<file path="config.mk">
export PLATFORM = sky130hd
export DESIGN_NAME = length_prefix_deframer_top
export DESIGN_NICKNAME = d
export VERILOG_FILES = /design/src/rtl/core/lpd_pkg.sv /design/src/rtl/core/lpd_out_queue.sv /design/src/rtl/core/length_prefix_deframer_top.sv
export SDC_FILE = /design/constraint.sdc
export NUM_CORES = 1
export LEC_CHECK = 0
export BUFFER_PORTS_ARGS = -buffer_cell sky130_fd_sc_hd__buf_2
export CORE_ASPECT_RATIO = 0.7
export CORE_UTILIZATION = 50
export CTS_CLUSTER_SIZE = 14
export DETAILED_ROUTE_END_ITERATION = 16
export GPL_TIMING_DRIVEN = 0
export PLACE_DENSITY_LB_ADDON = 0.3
export SLEW_MARGIN = 15
export SYNTH_ARGS = -nofsm -noshare
export SYNTH_HDL_FRONTEND = slang
export SYNTH_SLANG_ARGS = --single-unit
</file>
<file path="constraint.sdc">
create_clock -name clk -period 4.85 [get_ports clk]
set_input_delay 0.485 -clock clk [delete_from_list [all_inputs] [get_ports clk]]
set_output_delay 0.485 -clock clk [all_outputs]
set_load 0.05 [all_outputs]
</file>
<file path="src/rtl/core/lpd_pkg.sv">
// ---------------------------------------------------------------------------
// lpd_pkg
// Types and constants shared by the length-prefix deframer modules.
// ---------------------------------------------------------------------------
package lpd_pkg;

    // Number of bytes in the big-endian length header.
    localparam int HEADER_BYTES = 4;

    // Largest frame length the block ever accepts.
    localparam logic [16:0] ABS_MAX_LEN = 17'd65536;

    // Result queue depth: one waiting result plus a full header burst.
    localparam int QDEPTH = HEADER_BYTES + 1;
    localparam int LEVEL_W = $clog2(QDEPTH + 1);
    localparam int COUNT_W = $clog2(HEADER_BYTES + 1);

    // One result item.
    typedef struct packed {
        logic [7:0] data;
        logic       last;
        logic       bad;
    } res_t;

    // Results produced by one accepted input byte.
    typedef struct packed {
        logic [COUNT_W-1:0]           count;
        res_t [HEADER_BYTES-1:0]      res;
    } push_t;

endpackage

</file>
<file path="src/rtl/core/lpd_out_queue.sv">
// ---------------------------------------------------------------------------
// lpd_out_queue
// Shifting result queue that absorbs the header burst and drives the output.
// ---------------------------------------------------------------------------
module lpd_out_queue
(
    input  logic                      clk,
    input  logic                      rst_n,
    input  lpd_pkg::push_t            push,
    input  logic                      out_ready,
    output logic                      out_valid,
    output lpd_pkg::res_t             head,
    output logic [lpd_pkg::LEVEL_W-1:0] level
);
    import lpd_pkg::*;

    res_t               entry_reg  [QDEPTH];
    res_t               entry_next [QDEPTH];
    logic [LEVEL_W-1:0] level_reg;
    logic [LEVEL_W-1:0] level_next;
    logic               pop;
    logic [LEVEL_W-1:0] base;

    assign out_valid = (level_reg != '0);
    assign head      = entry_reg[0];
    assign level     = level_reg;
    assign pop       = out_valid && out_ready;
    assign base      = level_reg - LEVEL_W'(pop);

    // Each entry either shifts down on a pop or takes a new result from
    // the push group when it lands just above the surviving entries.
    always_comb
    begin
        logic [LEVEL_W-1:0] offs;
        for (int i = 0; i < QDEPTH; i++)
        begin
            if (pop && (i < QDEPTH - 1))
            begin
                entry_next[i] = entry_reg[i + 1];
            end
            else
            begin
                entry_next[i] = entry_reg[i];
            end
            offs = LEVEL_W'(i) - base;
            if ((LEVEL_W'(i) >= base) && (offs < LEVEL_W'(push.count)))
            begin
                entry_next[i] = push.res[offs[COUNT_W-2:0]];
            end
        end
        level_next = base + LEVEL_W'(push.count);
    end

    always_ff @(posedge clk or negedge rst_n)
    begin
        if (!rst_n)
        begin
            level_reg <= '0;
        end
        else
        begin
            level_reg <= level_next;
        end
    end

    always_ff @(posedge clk)
    begin
        for (int i = 0; i < QDEPTH; i++)
        begin
            entry_reg[i] <= entry_next[i];
        end
    end

endmodule

</file>
<file path="src/rtl/core/length_prefix_deframer_top.sv">
// ---------------------------------------------------------------------------
// length_prefix_deframer_top
// Splits a byte stream into frames carrying a 4-byte big-endian length.
// ---------------------------------------------------------------------------
// Usage:
//   The input channel (in_valid, in_ready, data_byte) takes one received byte
//   per request. The output channel (out_valid, out_ready, out_byte,
//   frame_last, bad_length) delivers frame bytes in order, header first.
//   The first three header bytes give no output. The fourth completes the
//   length: a valid length releases all four header bytes as a burst, and
//   each later byte of the frame gives one result, the final one marked by
//   frame_last. A length below four or above the maximum gives one result
//   with bad_length set, after which every input byte is swallowed.
//   An accepted byte's results are registered in the result queue. Body
//   bytes sustain one byte per cycle while the receiver keeps up. The
//   header burst loads the five-result queue, so input stalls while it
//   drains to at most one pending result.
//   cfg_write_en/cfg_write_data write max_frame_length (values above 65536
//   act as 65536); it takes effect at the next completed header.
//   Reset clears the parser to the start of a frame, empties the queue and
//   sets the maximum to 65536. When the receiver stalls, results wait in the
//   queue and input is held off once more than one result is pending.
// ---------------------------------------------------------------------------
module length_prefix_deframer_top
(
    input  logic        clk,
    input  logic        rst_n,
    input  logic        in_valid,
    output logic        in_ready,
    input  logic [7:0]  data_byte,
    output logic        out_valid,
    input  logic        out_ready,
    output logic [7:0]  out_byte,
    output logic        frame_last,
    output logic        bad_length,
    input  logic        cfg_write_en,
    input  logic [16:0] cfg_write_data
);
    import lpd_pkg::*;

    logic [16:0]        max_len_reg;
    logic [23:0]        hdr_shift_reg;
    logic [23:0]        hdr_shift_next;
    logic [16:0]        bytes_seen_reg;
    logic [16:0]        bytes_seen_next;
    logic [16:0]        frame_size_reg;
    logic [16:0]        frame_size_next;
    logic               stopped_reg;
    logic               stopped_next;

    logic               accept;
    push_t              push;
    res_t               head;
    logic [LEVEL_W-1:0] level;

    // Length decode for the completing header byte.
    logic               len_upper;
    logic [16:0]        len_low;
    logic [16:0]        limit;
    logic               len_bad;
    logic [16:0]        bytes_inc;

    // Stopped streams are drained without producing results, so they never
    // need queue room.
    assign in_ready = stopped_reg || (level <= LEVEL_W'(1));
    assign accept   = in_valid && in_ready;

    // The 32-bit length is header_shift followed by the current byte. Any
    // bit above bit 16 makes it larger than every legal maximum.
    assign len_upper = (hdr_shift_reg[23:9] != '0);
    assign len_low   = {hdr_shift_reg[8:0], data_byte};
    assign limit     = (max_len_reg > ABS_MAX_LEN) ? ABS_MAX_LEN : max_len_reg;
    assign len_bad   = len_upper || (len_low < 17'(HEADER_BYTES)) || (len_low > limit);
    assign bytes_inc = bytes_seen_reg + 17'd1;

    always_comb
    begin
        hdr_shift_next  = hdr_shift_reg;
        bytes_seen_next = bytes_seen_reg;
        frame_size_next = frame_size_reg;
        stopped_next    = stopped_reg;
        push            = '0;

        if (accept && !stopped_reg)
        begin
            if (bytes_seen_reg < 17'(HEADER_BYTES - 1))
            begin
                // Still collecting the header.
                hdr_shift_next  = {hdr_shift_reg[15:0], data_byte};
                bytes_seen_next = bytes_inc;
            end
            else if (bytes_seen_reg == 17'(HEADER_BYTES - 1))
            begin
                hdr_shift_next = '0;
                if (len_bad)
                begin
                    stopped_next      = 1'b1;
                    push.count        = COUNT_W'(1);
                    push.res[0].data  = 8'd0;
                    push.res[0].last  = 1'b0;
                    push.res[0].bad   = 1'b1;
                end
                else
                begin
                    push.count       = COUNT_W'(HEADER_BYTES);
                    push.res[0].data = hdr_shift_reg[23:16];
                    push.res[1].data = hdr_shift_reg[15:8];
                    push.res[2].data = hdr_shift_reg[7:0];
                    push.res[3].data = data_byte;
                    if (len_low == 17'(HEADER_BYTES))
                    begin
                        // A frame made of its header alone ends here.
                        push.res[3].last = 1'b1;
                        bytes_seen_next  = '0;
                        frame_size_next  = '0;
                    end
                    else
                    begin
                        frame_size_next = len_low;
                        bytes_seen_next = 17'(HEADER_BYTES);
                    end
                end
            end
            else
            begin
                push.count       = COUNT_W'(1);
                push.res[0].data = data_byte;
                if (bytes_inc >= frame_size_reg)
                begin
                    push.res[0].last = 1'b1;
                    bytes_seen_next  = '0;
                    frame_size_next  = '0;
                end
                else
                begin
                    bytes_seen_next = bytes_inc;
                end
            end
        end
    end

    always_ff @(posedge clk or negedge rst_n)
    begin
        if (!rst_n)
        begin
            max_len_reg    <= ABS_MAX_LEN;
            hdr_shift_reg  <= '0;
            bytes_seen_reg <= '0;
            frame_size_reg <= '0;
            stopped_reg    <= 1'b0;
        end
        else
        begin
            if (cfg_write_en)
            begin
                max_len_reg <= cfg_write_data;
            end
            hdr_shift_reg  <= hdr_shift_next;
            bytes_seen_reg <= bytes_seen_next;
            frame_size_reg <= frame_size_next;
            stopped_reg    <= stopped_next;
        end
    end

    // The result queue holds the result register and absorbs header bursts.
    lpd_out_queue u_queue
    (
        .clk       (clk),
        .rst_n     (rst_n),
        .push      (push),
        .out_ready (out_ready),
        .out_valid (out_valid),
        .head      (head),
        .level     (level)
    );

    assign out_byte   = head.data;
    assign frame_last = head.last;
    assign bad_length = head.bad;

endmodule

</file>
# After elaboration in Yosys (flattened, before gate mapping)
# Memories as Yosys holds them, arrays and structs flattened.
# Index checks and enable logic that the tools add are counted.
# W data, S select, Z words.
# totals
reg_bits	79
mem_bits_rw	50
output_inout_bits	12
n_memories	1
# memory_table
name	depth	width	rd	rd_clocked_by_memory_dff	write_ports	line	rtl
u_queue.entry_reg	5	10	5	0	5	lpd_out_queue.sv:17	res_t entry_reg [QDEPTH];
# classes
addsub	8
magnitude_cmp	21
n_eq_ne	4
muxes	53
bitwise	1
n_reduce_logical	20
# op_table
operator	n
$mux W10	16
$mux W17	9
$bmux W10 S2	5
$mux W8	9
$mux W24	2
$mux W9	3
$mux W12	2
$add A17 B1 Y17 const B	1
$eq A17 B2 Y1 const B	1
$eq A17 B3 Y1 const B	1
$ge A17 B17 Y1	1
$gt A17 B17 Y1	1
$gt A17 B17 Y1 const B	1
$lt A17 B2 Y1 const B	1
$lt A17 B3 Y1 const B	1
$lt A2 B3 Y1 const B	5
$lt A3 B3 Y1	5
$reduce_bool A15 Y1	1
$mux W3	3
$logic_and A1 B1 Y1	8
$reduce_and A4 Y1	2
$ge A1 B3 Y1 const A	2
$ge A2 B3 Y1 const A	2
$sub A1 B3 Y3 const A	2
15 further kinds	23

# Longest topological paths before layout
# depth
word_depth	11
mapped_depth	18

# By module
# Synthesis repeated with hierarchy kept, for this count alone.
# hier_totals
cells_unflattened	655
hier_area_um2	8124.0
# by_module_without_submodules
mod	n_inst	cells_each	area_per_inst_um2	seq_area_each_um2
length_prefix_deframer_top	1	440	4539.4	1903.1
lpd_out_queue	1	215	3584.7	1576.5

# Least setup slack after synthesis
# No wires, ideal clock.
# synth_timing
path_type	register to register
startpoint	register, netlist name max_len_reg[3]
endpoint	memory u_queue.entry_reg[1][0] in the netlist's numbering (enable)
setup_time_ns	0.340
t_arrival_ns	3.950
required_ns	4.510
slack_ns	0.561
path_stages_with_launch	17
n_path_buf	1
period_less_slack_ns	4.289
cell_sequence	dfrtp_1 > nor4_1 > a41o_1 > clkbuf_1 > nand2_1 > ha_1 > a21oi_1 > nor2b_1 > o21ai_0 > a41oi_4 > nor2_4 > fa_1 > nand2_1 > o21ai_1 > a21oi_1 > o21ai_2 > nand2_1
# synth_lines
element	line
to (decl)	lpd_out_queue.sv:17

==> impl_metrics.env <==
export IMPL_final_min_clock_period_ns=4.66
export IMPL_n_antenna_cell=0
export IMPL_crit_path_start_kind="register"
export IMPL_vias=6333
export IMPL_yosys_top_cells_area="dfrtp_1 25%, edfxtp_1 19%, ha_1 8.4%"
export IMPL_synth_edff_count=50
export IMPL_synth_area_per_cell_um2=10.4
export IMPL_fill_cells=1256
export IMPL_synthSimpleGateAreaFrac_pct=17.0
export IMPL_clockBufferDepth=2
export IMPL_h_tree_depth=4
export IMPL_largest_register_ffs=50
export IMPL_finalHoldViolations=0
export IMPL_cts_tree="built"
export IMPL_syn_cell_area_mm2=0.00773
export IMPL_multiInputGateArea_mm2=0.00387
export IMPL_worstPathCellList="nor4_1, a41o_2, nand2_1, ha_1, a21oi_1, o21ai_1, a21oi_1, a41oi_4, nor2_4, inv_1, ha_1, nand3_1, and3_1, buf_1, and3_1, buf_2, a221o_1"
export IMPL_die_h_um=106
export IMPL_regToRegSetupSlack_ns=0.19
export IMPL_muxShareOfSynthArea_pct=4.06
export IMPL_ys_ff_latch=129
export IMPL_worst_pin_slew_ns=1.11
export IMPL_p_leak_nw=3.79
export IMPL_worstSetupStartpoint="max_len_reg[1]"
export IMPL_dpl_cell_count=978
export IMPL_ios=42
export IMPL_layout_drive_gt1_share_pct=17.8
export IMPL_worstSetupEndpointType="register"
export IMPL_worst_path_max_fanout=10
export IMPL_worst_skew_pair_late_latency_ns=0.42
export IMPL_syn_to_final_growth_pct=15.0
export IMPL_die_w_um=151
export IMPL_antenna_found_initial=0
export IMPL_whs_path_depth=3
export IMPL_grt_start_max_net_pins=53
export IMPL_critPathKind="reg2reg"
export IMPL_ir_drop_uv=250
export IMPL_ys_seq_area_share_pct=45.0
export IMPL_start_util_pct=51.9
export IMPL_globalplace_congestion=0.966
export IMPL_final_instance_count_excl_fill=1015
export IMPL_grt_pass1_wl_um=34200
export IMPL_synth_async_reset_ratio_pct=61.2
export IMPL_power_total_mw=5.82
export IMPL_hpwl_um=15500
export IMPL_crit_slowest_cell="nor4_1"
export IMPL_rr_startpoint="max_len_reg[1]"
export IMPL_cp_depth=17
export IMPL_grt_ovfl_total=0
export IMPL_final_cell_mix="78 x dfrtp_1, 62 x nand2_1, 56 x inv_1"
export IMPL_status="complete, no violations"
export IMPL_cts_buffers=17
export IMPL_yosysWarnings=0
export IMPL_synth_top_family_by_area="compound AO/OA/AOI/OAI gates"
export IMPL_synthXorXnorAreaFrac_pct=1.70
export IMPL_ant_nets=0
export IMPL_finClkSkew_ns=0.00879
export IMPL_dr_pass1_iters=5
export IMPL_synthesis_instances=742
export IMPL_utilization_pct=59.7
export IMPL_reg2reg_depth=17
export IMPL_synth_compound_area_share_pct=18.2
export IMPL_path_delay_family="compound AO/OA/AOI/OAI gates"
export IMPL_first_global_vias=6201
export IMPL_min_period_over_period_pct=96.0
export IMPL_nets=890
export IMPL_final_common_cell="dfrtp_1"
export IMPL_seqCellArea_mm2=0.00348
export IMPL_place_area_mm2=0.00822
export IMPL_synth_area_leader_cell="dfrtp_1"
export IMPL_num_rows=37
export IMPL_hold_path_class="in2reg"
export IMPL_synth_nets=825
export IMPL_yosysUniqueCellTypes=81
export IMPL_required_ns=5.01
export IMPL_totalWireLength_um=21300
export IMPL_endpoint="u_queue.entry_reg[3][4]"
export IMPL_slowest_delay_ns=0.45
export IMPL_viasPerCell=6.24
export IMPL_yosys_area_share_adder_pct=8.67
export IMPL_setup_viol=0
export IMPL_wl_per_cell_um=21.0
export IMPL_track_usage_pct=28.5
export IMPL_rsz0062_at_grt="no"
export IMPL_maxSlewHeadroom_pct=26.0
export IMPL_synth_top_area_share_pct=25.2
export IMPL_reg2reg_to="u_queue.entry_reg[3][4]"
export IMPL_cp_arrival_ns=4.82
export IMPL_core_area_mm2=0.0149
export IMPL_finalMaxSlewViolations=0
export IMPL_fin_tns_setup_ns=0
export IMPL_cts_sinks=129
export IMPL_critPathBufInv=3
export IMPL_drt_drc_violations_left=0
export IMPL_clockRootBuffer="clkbuf_16"
export IMPL_synth_ff_type="dfrtp_1"
export IMPL_max_cap_violations=0
export IMPL_fmaxAchievable_mhz=215
export IMPL_io_buffers=39
export IMPL_die_area_mm2=0.0160
export IMPL_cts_reportedPaths_clkPinSlew_ns=0.06
export IMPL_power_density_mw_per_mm2=654
export IMPL_drt_iter0_drc=630
export IMPL_fin_area_mm2=0.00890
-- final cells by class --
type,count,area share [%]
flip-flops and latches,129,39.1
well taps,195,2.74
plain buffers,40,2.10
multi-input cells,513,43.5
clock buffers,18,4.82
inverters,59,2.53
clock inverters,14,2.04
repair buffers,47,3.15
-- synthesized netlist by cell type (3+ instances only) --
cell      instances
nand4_1          23
and2_1           17
clkbuf_1         25
a41o_1            3
mux2i_1          10
nand2b_1          3
nor2b_1           3
o21bai_1          3
o21ai_1          11
a221o_1          14
o211ai_1          8
nor4_1           13
a22o_1           44
a21o_1            8
and4_1            6
nor2_1           30
ha_1             52
nand3_1          22
o221ai_1          3
a31oi_1          17
nor3_1            9
mux2_2           17
and3_1           13
or3_1             3
o22ai_1           3
xnor2_1          14
dfrtp_1          78
o21ai_0          29
edfxtp_1         50
buf_2             4
nand2_1          65
buf_1             5
a21oi_1          17
a211oi_1          3
inv_1            56
buf_4             4
nor4_2            3
-- how the worst min path moves through the flow --
stage | startpoint | endpoint | slack (ns)
detailed placement | rst_n | bytes_seen_reg[12] | 0.42
finish | cfg_write_data[16] | max_len_reg[16] | 0.29
CTS | cfg_write_data[16] | max_len_reg[16] | 0.28
global route | cfg_write_data[13] | max_len_reg[13] | 0.28
floorplan | rst_n | bytes_seen_reg[0] | 0.19
global placement | hdr_shift_reg[18] | hdr_shift_reg[18] | 0.49
-- kinds of logic (layout without fill, tap and decap cells) --
logic type,count (synthesis),in the layout
multiplexers,29,29
flip-flops,129,129
AND/OR/NAND/NOR,230,230
AO/OA/AOI/OAI,186,186
buffers and inverters,100,178
adder cells (fa/ha/maj),53,53
XOR/XNOR,15,15
-- metal layers --
metal  vias to the layer above  part of all wire, %  track usage [%]
li1                       2911                    -                -
met1                      3120                   47             42.0
met2                       274                   44             42.3
met3                        28                  8.3             5.49
met4                         0                  1.1             9.00
met5                         -                    0                0
-- stage by stage --
stage	hold WS (ns)	worst slack (ns)
floorplan	0.189	0.561
global placement	0.491	-0.603
detailed placement	0.425	-0.552
CTS	0.285	0.00697
global route	0.282	0.0207
finish	0.293	0.192
-- power breakdown --
part | leakage, nW | switching [mW] | internal [mW]
registers | 1.51 | 0.165 | 1.64
clock network | 0.289 | 0.526 | 0.818
logic | 1.98 | 1.78 | 0.890
-- what timing repair did --
action | CTS | global route
gates resized for setup | 4 | 5
buffers inserted | 3 | 2
setup endpoints to repair | 78 | 76
pin swaps | 2 | 0
hold endpoints to repair | 27 | 0
hold buffers | 1 | 0
-- tightest hold or removal path: stages --
cell	delay, ns
buf_2	0.07
nand2_1	0.04
o21ai_0	0.07
No activity file was read; power rests on OpenSTA's default activity.
